### config.mk
export PLATFORM = sky130hd
export DESIGN_NAME = heater_pid_controller_core
export DESIGN_NICKNAME = d
export VERILOG_FILES = /design/src/rtl/hpid_pkg.sv /design/src/rtl/heater_pid_controller_core.sv /design/src/rtl/hpid_terms.sv /design/src/rtl/hpid_core.sv
export SDC_FILE = /design/constraint.sdc
export NUM_CORES = 2
export LEC_CHECK = 0
export ABC_AREA = 0
export BUFFER_PORTS_ARGS = -buffer_cell sky130_fd_sc_hd__buf_2
export CAP_MARGIN = 0
export CORE_ASPECT_RATIO = 2
export CORE_MARGIN = 2
export CORE_UTILIZATION = 45
export DETAILED_ROUTE_END_ITERATION = 6
export REMOVE_ABC_BUFFERS = 1
export SLEW_MARGIN = 20
export SYNTH_ARGS = -nofsm -noshare
export SYNTH_HDL_FRONTEND = slang
export SYNTH_SLANG_ARGS = --single-unit
### constraint.sdc
create_clock -name clk -period 24.5 [get_ports clk]
set_input_delay 2.45 -clock clk [delete_from_list [all_inputs] [get_ports clk]]
set_output_delay 2.45 -clock clk [all_outputs]
set_load 0.01 [all_outputs]
### src/rtl/hpid_pkg.sv
package hpid_pkg;

  // Sample and fixed-point formats
  localparam int SAMPLE_BITS = 12;
  localparam int FRAC_BITS   = 16;

  // Gains are unsigned Q8.FRAC_BITS
  localparam int GAIN_W = 8 + FRAC_BITS;
  // Signed error between two samples
  localparam int ERR_W  = SAMPLE_BITS + 1;
  // Signed product of a gain and an error
  localparam int PROD_W = GAIN_W + ERR_W;
  // Integral accumulator, signed Q16.FRAC_BITS
  localparam int ACC_W  = 32;
  // Working width for the sum of the three terms
  localparam int WORK_W = ((PROD_W > ACC_W) ? PROD_W : ACC_W) + 2;

  // Limit and window registers
  localparam int ELIM_W = SAMPLE_BITS;
  localparam int WIN_W  = SAMPLE_BITS;
  localparam int LIM_W  = 15;
  localparam int ILIM_W = LIM_W + FRAC_BITS;

  // Heater command width
  localparam int DRIVE_W = 16;

  // Stream payload widths, padded to whole bytes
  localparam int IN_DATA_W  = ((2 * SAMPLE_BITS + 7) / 8) * 8;
  localparam int OUT_DATA_W = ((DRIVE_W + 7) / 8) * 8;

  // Configuration port
  localparam int CFG_DATA_W = GAIN_W;
  localparam int CFG_ADDR_W = 3;

  typedef enum logic [CFG_ADDR_W-1:0] {
    CFG_PROP_GAIN       = 3'd0,
    CFG_INTEG_GAIN_STEP = 3'd1,
    CFG_DERIV_GAIN_STEP = 3'd2,
    CFG_ERROR_LIMIT     = 3'd3,
    CFG_INTEGRAL_LIMIT  = 3'd4,
    CFG_WINDOW          = 3'd5
  } cfg_idx_t;

  // Reset values: Kp 10, Ki times period 0.007, Kd over period 8
  localparam logic [GAIN_W-1:0] PROP_GAIN_RST =
    GAIN_W'(10) << FRAC_BITS;
  localparam logic [GAIN_W-1:0] INTEG_GAIN_STEP_RST =
    GAIN_W'((7 * (2 ** FRAC_BITS) + 500) / 1000);
  localparam logic [GAIN_W-1:0] DERIV_GAIN_STEP_RST =
    GAIN_W'(8) << FRAC_BITS;
  localparam logic [ELIM_W-1:0] ERROR_LIMIT_RST    = ELIM_W'(100);
  localparam logic [LIM_W-1:0]  INTEGRAL_LIMIT_RST = LIM_W'(1000);
  localparam logic [WIN_W-1:0]  WINDOW_RST         = WIN_W'(40);

  // Largest positive accumulator value, in the working width
  localparam logic signed [WORK_W-1:0] ACC_MAX =
    {{(WORK_W - ACC_W + 1){1'b0}}, {(ACC_W - 1){1'b1}}};

  // Error terms of one sample, handed from the error stage to the core
  typedef struct packed {
    logic signed [PROD_W-1:0] p_term;
    logic signed [PROD_W-1:0] i_step;
    logic                     win;
    logic [SAMPLE_BITS-1:0]   setpoint;
  } hpid_terms_t;

endpackage

### src/rtl/heater_pid_controller_core.sv
// Channel | Port group  | Payload
// input   | in_t*       | tdata: measured, setpoint; tuser: run
// result  | out_t*      | tdata: heater_drive; tuser: in_window
// config  | cfg_*       | register index and write data, no read-back
//
// Each transaction goes through an input register and a result register, with combinational
// arithmetic between them, so a new sample is taken every cycle while the result side does
// not stall. The integral accumulator and the previous setpoint close their loop through
// that arithmetic. Reset is synchronous and active low and restores the default gains and
// limits. A stall on the result side holds both registers; the input side keeps accepting
// while the input register can move on.
module heater_pid_controller_core
  import hpid_pkg::*;
(
  input  logic                  clk,
  input  logic                  rst_n,

  input  logic                  in_tvalid,
  output logic                  in_tready,
  input  logic [IN_DATA_W-1:0]  in_tdata,   // measured, setpoint
  input  logic                  in_tuser,   // run

  output logic                  out_tvalid,
  input  logic                  out_tready,
  output logic [OUT_DATA_W-1:0] out_tdata,  // heater_drive
  output logic                  out_tuser,  // in_window

  input  logic                  cfg_wr_en,
  input  logic [CFG_ADDR_W-1:0] cfg_addr,
  input  logic [CFG_DATA_W-1:0] cfg_wdata
);

  // Configuration registers
  logic [GAIN_W-1:0]      prop_gain_r;
  logic [GAIN_W-1:0]      integ_gain_step_r;
  logic [GAIN_W-1:0]      deriv_gain_step_r;
  logic [ELIM_W-1:0]      error_limit_r;
  logic [LIM_W-1:0]       integral_limit_r;
  logic [WIN_W-1:0]       window_r;

  // Input register
  logic                   s1_valid_r;
  logic                   s1_valid_nxt;
  logic [SAMPLE_BITS-1:0] s1_meas_r;
  logic [SAMPLE_BITS-1:0] s1_setp_r;
  logic                   s1_run_r;

  // Result register
  logic                   out_valid_r;
  logic                   out_valid_nxt;
  logic [DRIVE_W-1:0]     out_drive_r;
  logic                   out_win_r;

  logic                   in_accept;
  logic                   s1_adv;
  hpid_terms_t            terms;
  logic [DRIVE_W-1:0]     core_drive;

  // Configuration writes, masked to each register's width
  always_ff @(posedge clk) begin
    if (!rst_n) begin
      prop_gain_r       <= PROP_GAIN_RST;
      integ_gain_step_r <= INTEG_GAIN_STEP_RST;
      deriv_gain_step_r <= DERIV_GAIN_STEP_RST;
      error_limit_r     <= ERROR_LIMIT_RST;
      integral_limit_r  <= INTEGRAL_LIMIT_RST;
      window_r          <= WINDOW_RST;
    end else if (cfg_wr_en) begin
      case (cfg_idx_t'(cfg_addr))
        CFG_PROP_GAIN:       prop_gain_r       <= cfg_wdata[GAIN_W-1:0];
        CFG_INTEG_GAIN_STEP: integ_gain_step_r <= cfg_wdata[GAIN_W-1:0];
        CFG_DERIV_GAIN_STEP: deriv_gain_step_r <= cfg_wdata[GAIN_W-1:0];
        CFG_ERROR_LIMIT:     error_limit_r     <= cfg_wdata[ELIM_W-1:0];
        CFG_INTEGRAL_LIMIT:  integral_limit_r  <= cfg_wdata[LIM_W-1:0];
        CFG_WINDOW:          window_r          <= cfg_wdata[WIN_W-1:0];
        default: begin
        end
      endcase
    end
  end

  // Handshake: the input register moves on whenever the result slot is free
  assign s1_adv    = s1_valid_r && (!out_valid_r || out_tready);
  assign in_tready = !s1_valid_r || s1_adv;
  assign in_accept = in_tvalid && in_tready;

  always_comb begin
    s1_valid_nxt = s1_valid_r;
    if (in_accept) begin
      s1_valid_nxt = 1'b1;
    end else if (s1_adv) begin
      s1_valid_nxt = 1'b0;
    end
  end

  always_comb begin
    out_valid_nxt = out_valid_r;
    if (s1_adv) begin
      out_valid_nxt = 1'b1;
    end else if (out_tready) begin
      out_valid_nxt = 1'b0;
    end
  end

  always_ff @(posedge clk) begin
    if (!rst_n) begin
      s1_valid_r  <= 1'b0;
      out_valid_r <= 1'b0;
    end else begin
      s1_valid_r  <= s1_valid_nxt;
      out_valid_r <= out_valid_nxt;
    end
  end

  // Input payload capture
  always_ff @(posedge clk) begin
    if (in_accept) begin
      s1_meas_r <= in_tdata[SAMPLE_BITS-1:0];
      s1_setp_r <= in_tdata[2*SAMPLE_BITS-1:SAMPLE_BITS];
      s1_run_r  <= in_tuser;
    end
  end

  // Error, proportional term and integral increment
  hpid_terms u_terms (
    .measured        (s1_meas_r),
    .setpoint        (s1_setp_r),
    .prop_gain       (prop_gain_r),
    .integ_gain_step (integ_gain_step_r),
    .error_limit     (error_limit_r),
    .window          (window_r),
    .terms           (terms)
  );

  // Integral and derivative state, sum and saturation
  hpid_core u_core (
    .clk             (clk),
    .rst_n           (rst_n),
    .step_en         (s1_adv && s1_run_r),
    .terms           (terms),
    .deriv_gain_step (deriv_gain_step_r),
    .integral_limit  (integral_limit_r),
    .drive           (core_drive)
  );

  // Result capture; with run low the heater is off and the window flag clear
  always_ff @(posedge clk) begin
    if (s1_adv) begin
      out_drive_r <= s1_run_r ? core_drive : '0;
      out_win_r   <= s1_run_r && terms.win;
    end
  end

  assign out_tvalid = out_valid_r;
  assign out_tdata  = OUT_DATA_W'(out_drive_r);
  assign out_tuser  = out_win_r;

endmodule

### src/rtl/hpid_terms.sv
module hpid_terms
  import hpid_pkg::*;
(
  input  logic [SAMPLE_BITS-1:0] measured,
  input  logic [SAMPLE_BITS-1:0] setpoint,
  input  logic [GAIN_W-1:0]      prop_gain,
  input  logic [GAIN_W-1:0]      integ_gain_step,
  input  logic [ELIM_W-1:0]      error_limit,
  input  logic [WIN_W-1:0]       window,
  output hpid_terms_t            terms
);

  logic signed [ERR_W-1:0]      err;
  logic        [ERR_W-1:0]      abs_err;
  logic signed [ERR_W-1:0]      elim;
  logic signed [ERR_W-1:0]      err_clip;
  logic signed [GAIN_W+ERR_W:0] p_full;
  logic signed [GAIN_W+ERR_W:0] i_full;

  // Error is measured minus setpoint, which suits an NTC sensor
  assign err = $signed({1'b0, measured}) - $signed({1'b0, setpoint});
  assign abs_err = err[ERR_W-1] ? ERR_W'(-err) : ERR_W'(err);

  // Clip the error before it reaches the integral
  assign elim = $signed({1'b0, error_limit});

  always_comb begin
    if (err > elim) begin
      err_clip = elim;
    end else if (err < -elim) begin
      err_clip = -elim;
    end else begin
      err_clip = err;
    end
  end

  // Proportional term and integral increment, both exact in Q.FRAC_BITS
  assign p_full = $signed({1'b0, prop_gain}) * err;
  assign i_full = $signed({1'b0, integ_gain_step}) * err_clip;

  assign terms.p_term   = p_full[PROD_W-1:0];
  assign terms.i_step   = i_full[PROD_W-1:0];
  assign terms.win      = (abs_err < {1'b0, window});
  assign terms.setpoint = setpoint;

endmodule

### src/rtl/hpid_core.sv
module hpid_core
  import hpid_pkg::*;
(
  input  logic               clk,
  input  logic               rst_n,
  input  logic               step_en,
  input  hpid_terms_t        terms,
  input  logic [GAIN_W-1:0]  deriv_gain_step,
  input  logic [LIM_W-1:0]   integral_limit,
  output logic [DRIVE_W-1:0] drive
);

  logic signed [ACC_W-1:0]       integ_acc_r;
  logic signed [ACC_W-1:0]       integ_acc_nxt;
  logic [SAMPLE_BITS-1:0]        prev_op_r;
  logic [SAMPLE_BITS-1:0]        prev_op_nxt;

  logic signed [ERR_W-1:0]       d_diff;
  logic signed [GAIN_W+ERR_W:0]  d_full;
  logic signed [WORK_W-1:0]      d_term;
  logic signed [WORK_W-1:0]      p_term;
  logic signed [WORK_W-1:0]      integ_sum;
  logic signed [WORK_W-1:0]      ilim_raw;
  logic signed [WORK_W-1:0]      ilim;
  logic signed [WORK_W-1:0]      integ_clamped;
  logic signed [WORK_W-1:0]      sum;
  logic [WORK_W-FRAC_BITS-1:0]   sum_int;

  // Derivative acts on the change of setpoint since the last run tick
  assign d_diff = $signed({1'b0, terms.setpoint}) - $signed({1'b0, prev_op_r});
  assign d_full = $signed({1'b0, deriv_gain_step}) * d_diff;
  assign d_term = -WORK_W'($signed(d_full[PROD_W-1:0]));
  assign p_term = WORK_W'(terms.p_term);

  // Accumulate, then clamp; outside the window the clamp is zero
  assign integ_sum = WORK_W'(integ_acc_r) + WORK_W'(terms.i_step);
  assign ilim_raw  = {{(WORK_W - ILIM_W){1'b0}}, integral_limit, {FRAC_BITS{1'b0}}};

  always_comb begin
    if (!terms.win) begin
      ilim = '0;
    end else if (ilim_raw > ACC_MAX) begin
      ilim = ACC_MAX;
    end else begin
      ilim = ilim_raw;
    end
  end

  always_comb begin
    if (integ_sum > ilim) begin
      integ_clamped = ilim;
    end else if (integ_sum < -ilim) begin
      integ_clamped = -ilim;
    end else begin
      integ_clamped = integ_sum;
    end
  end

  // Sum of the three terms, truncated and saturated to the drive range
  assign sum     = p_term + integ_clamped + d_term;
  assign sum_int = sum[WORK_W-1:FRAC_BITS];

  always_comb begin
    if (sum <= 0) begin
      drive = '0;
    end else if (|sum_int[WORK_W-FRAC_BITS-1:DRIVE_W]) begin
      drive = '1;
    end else begin
      drive = sum_int[DRIVE_W-1:0];
    end
  end

  // Controller state moves only on a run transaction
  always_comb begin
    integ_acc_nxt = integ_acc_r;
    prev_op_nxt   = prev_op_r;
    if (step_en) begin
      integ_acc_nxt = integ_clamped[ACC_W-1:0];
      prev_op_nxt   = terms.setpoint;
    end
  end

  always_ff @(posedge clk) begin
    if (!rst_n) begin
      integ_acc_r <= '0;
      prev_op_r   <= '0;
    end else begin
      integ_acc_r <= integ_acc_nxt;
      prev_op_r   <= prev_op_nxt;
    end
  end

endmodule
==> results.ini <==
[outcome]
status = finished clean

[clock_network]
path_clk_slew_ns = 0.08
cts_buffer_depth = 2
cts_tree = yes
htreeDepth = 4
cts-resized-gates = 0
cts_setup_buffers = 0
root_buffer = clkbuf_16
clk_latency_ns = 0.56
cts_buffers = 17
cts_sinks = 199
postCtsHoldBufs = 0

[cells_and_area]
final_nets = 6648
multi_input_area_mm2 = 0.0377
drive_gt1_frac = 0.0530
fill_cells = 9935
seq_area_mm2 = 0.00440
area_growth_pct = 5.45

[min_path]
whs_endpoint = u_core.prev_op_r[10]
min_path_cells = 2
min_from = u_core.prev_op_r[10]
hold_class = flip-flop to flip-flop

[logic_synthesis]
yosysSeqAreaShare = 0.0958
ys_types = 75
ys_ff_latch = 199
synth_area_per_cell_um2 = 8.53
synth_area_leaders = fa_1, ha_1, nand2_1
yosys_warnings = 0
ys_async_sr_fraction = 0
syn_inst = 5389
synth_edf_count = 42
netlist_area_mm2 = 0.0460
synth_top_area_cell = fa_1
synth_ff_type = dfxtp_1
synth.top_cell.area_share = 0.334

[sta]
finalWorstPathRequiredPeriod_ns = 21.21
worst_slew_pin_slew_ns = 1.18
hold_violations = 0
finalMaxSlewViolations = 0
rsz0062_at_grt = no
fin_tns_setup_ns = 0
maxSlewHeadroom = 0.208
setup_viol = 0
finalCritPeriodShare = 0.866
skew_ns = 0.0326
clock.fmax_ghz = 0.0472

[global_routing]
grt_max_degree = 95
grt_pass1_vias = 40700
grt_usage = 0.308
overflow = 0
antenna_found_initial = 4
grt_pass1_wl_um = 239000

[worst_setup_path]
r2r_cells = 73
slowest_stage = nor2b_2
timing.rr.end = out_tdata[4]
cp.arrival_ns = 21.53
path_max_fanout = 29
reg2reg_slack_ns = 3.29
startpoint_type = flip-flop
end_kind = flip-flop
r2r_start = s1_setp_r[0]
path_delay_family = compound AO/OA/AOI/OAI gates
max_stage_delay_ns = 0.91
crit_top_cell = fa_1
crit_required_ns = 24.82
path_depth = 73
timing.critical_path.buf_inv = 8
crit_type = flip-flop to flip-flop

[detailed_routing]
drtPass1Iterations = 5
vias = 37900
routed_wl_um = 159000
drtIter0Drc = 1900
wl_per_cell_um = 23.9
ant_nets = 0
drt-vias-per-instance = 5.69
drc_errors = 0

[floorplan]
die_w_um = 230
io_pins = 76
core_region_area_mm2 = 0.101
dieArea_mm2 = 0.105
initial_utilization = 0.455
fp.dieH_um = 456
fp-row-count = 165

[placed_design]
dp_hpwl_um = 131000
place_congestion = 0.946
portBuffers = 75

[run]
max_cap_viol_count = 0

-- synth_stat cells, drive strengths merged (34+ instances only) --
cell type,number
nand2,919
inv,835
fa,767
ha,519
and2,260
clkbuf,234
a21oi,192
nor2,175
dfxtp,157
a21boi,128
o21ai,126
nor2b,115
xnor2,113
nand3,91
xor2,70
a21o,58
and3,52
nor3,51
or2,47
nand2b,43
edfxtp,42
or3,40
o21a,34
-- layer usage --
metal	vias up	track usage	part of all wire
met1	19100	0.272	0.30
met2	1194	0.584	0.54
li1	17000	-	-
met5	-	0	0.00018
met3	629	0.0366	0.037
met4	4	0.300	0.12
-- worst max path at each step --
| stage | start | end |
|---|---|---|
| after floorplan | s1_setp_r[0] | out_tdata[0] |
| after global placement | s1_setp_r[0] | out_tdata[2] |
| after detailed placement | s1_setp_r[0] | out_tdata[4] |
| after CTS | s1_setp_r[0] | out_tdata[4] |
| after global routing | s1_setp_r[0] | out_tdata[4] |
| final | s1_setp_r[0] | out_tdata[4] |
-- tightest hold or removal path: cells and delay by family (launching register included) --
family	cells	cell delay, ns
DFF	1	0.31
AOI/OAI and AO/OA	1	0.06
and+or+nand+nor	1	0.04
-- registers in the layout (all words and copies together), names as in the netlist, 15 cells and up --
signal	cells
u_core.integ_acc_r	32
integral_limit_r	15
deriv_gain_step_r	24
out_tdata	16
integ_gain_step_r	24
prop_gain_r	24
-- area by class of cell --
type	count	share of cell area
multi-input cells	4100	0.777
clock buffers	17	0.00877
flip-flops and latches	199	0.0908
repair buffers	151	0.0197
inverters	836	0.0647
diodes	2	0.000103
well taps	1336	0.0345
clock inverters	15	0.00475
-- through the flow --
| stage | area (um2) | instances | util | setup WS, ns | hold WS, ns |
|---|---|---|---|---|---|
| floorplan | 45000 | 5135 | - | 2.84 | 0.439 |
| global placement | 47800 | 6621 | 0.472 | 3.55 | 0.452 |
| detailed placement | 47800 | 6621 | 0.472 | 3.28 | 0.458 |
| CTS | 48400 | 6653 | 0.479 | 3.23 | 0.470 |
| global route | 48500 | 6656 | 0.479 | 2.08 | 0.497 |
| finish | 48500 | 6656 | 0.479 | 3.29 | 0.467 |
-- kinds of logic (layout without fill, tap and decap cells) --
group                      after synthesis  after routing  synth area share
other                                    0              2                 0
xor gates and xnor gates               183            183            0.0349
buffers and inverters                 1090           1019            0.0893
adders and majority gates             1287           1287             0.475
muxes                                    7              7           0.00152
DFF                                    199            199            0.0958
AOI/OAI and AO/OA                      777            777             0.114
and+or+nand+nor                       1846           1846             0.189
-- cell usage in the layout, fill, tap and decap left out, types with 51 or more instances in the layout --
cell type / Yosys / final
nand2_1: 919 / 919
inv_1: 835 / 835
fa_1: 767 / 767
ha_1: 519 / 519
and2_1: 258 / 258
a21oi_1: 192 / 187
nor2_1: 175 / 174
dfxtp_1: 157 / 157
a21boi_0: 127 / 127
o21ai_0: 123 / 121
nor2b_1: 115 / 114
xnor2_1: 113 / 108
nand3_1: 91 / 91
buf_4: 0 / 76
buf_2: 4 / 74
xor2_1: 70 / 64
a21o_1: 58 / 58
and3_1: 52 / 51
Power is left out: the tool's default activity adds up to more than one toggle a clock period on the data nets, which glitch-free logic cannot reach.
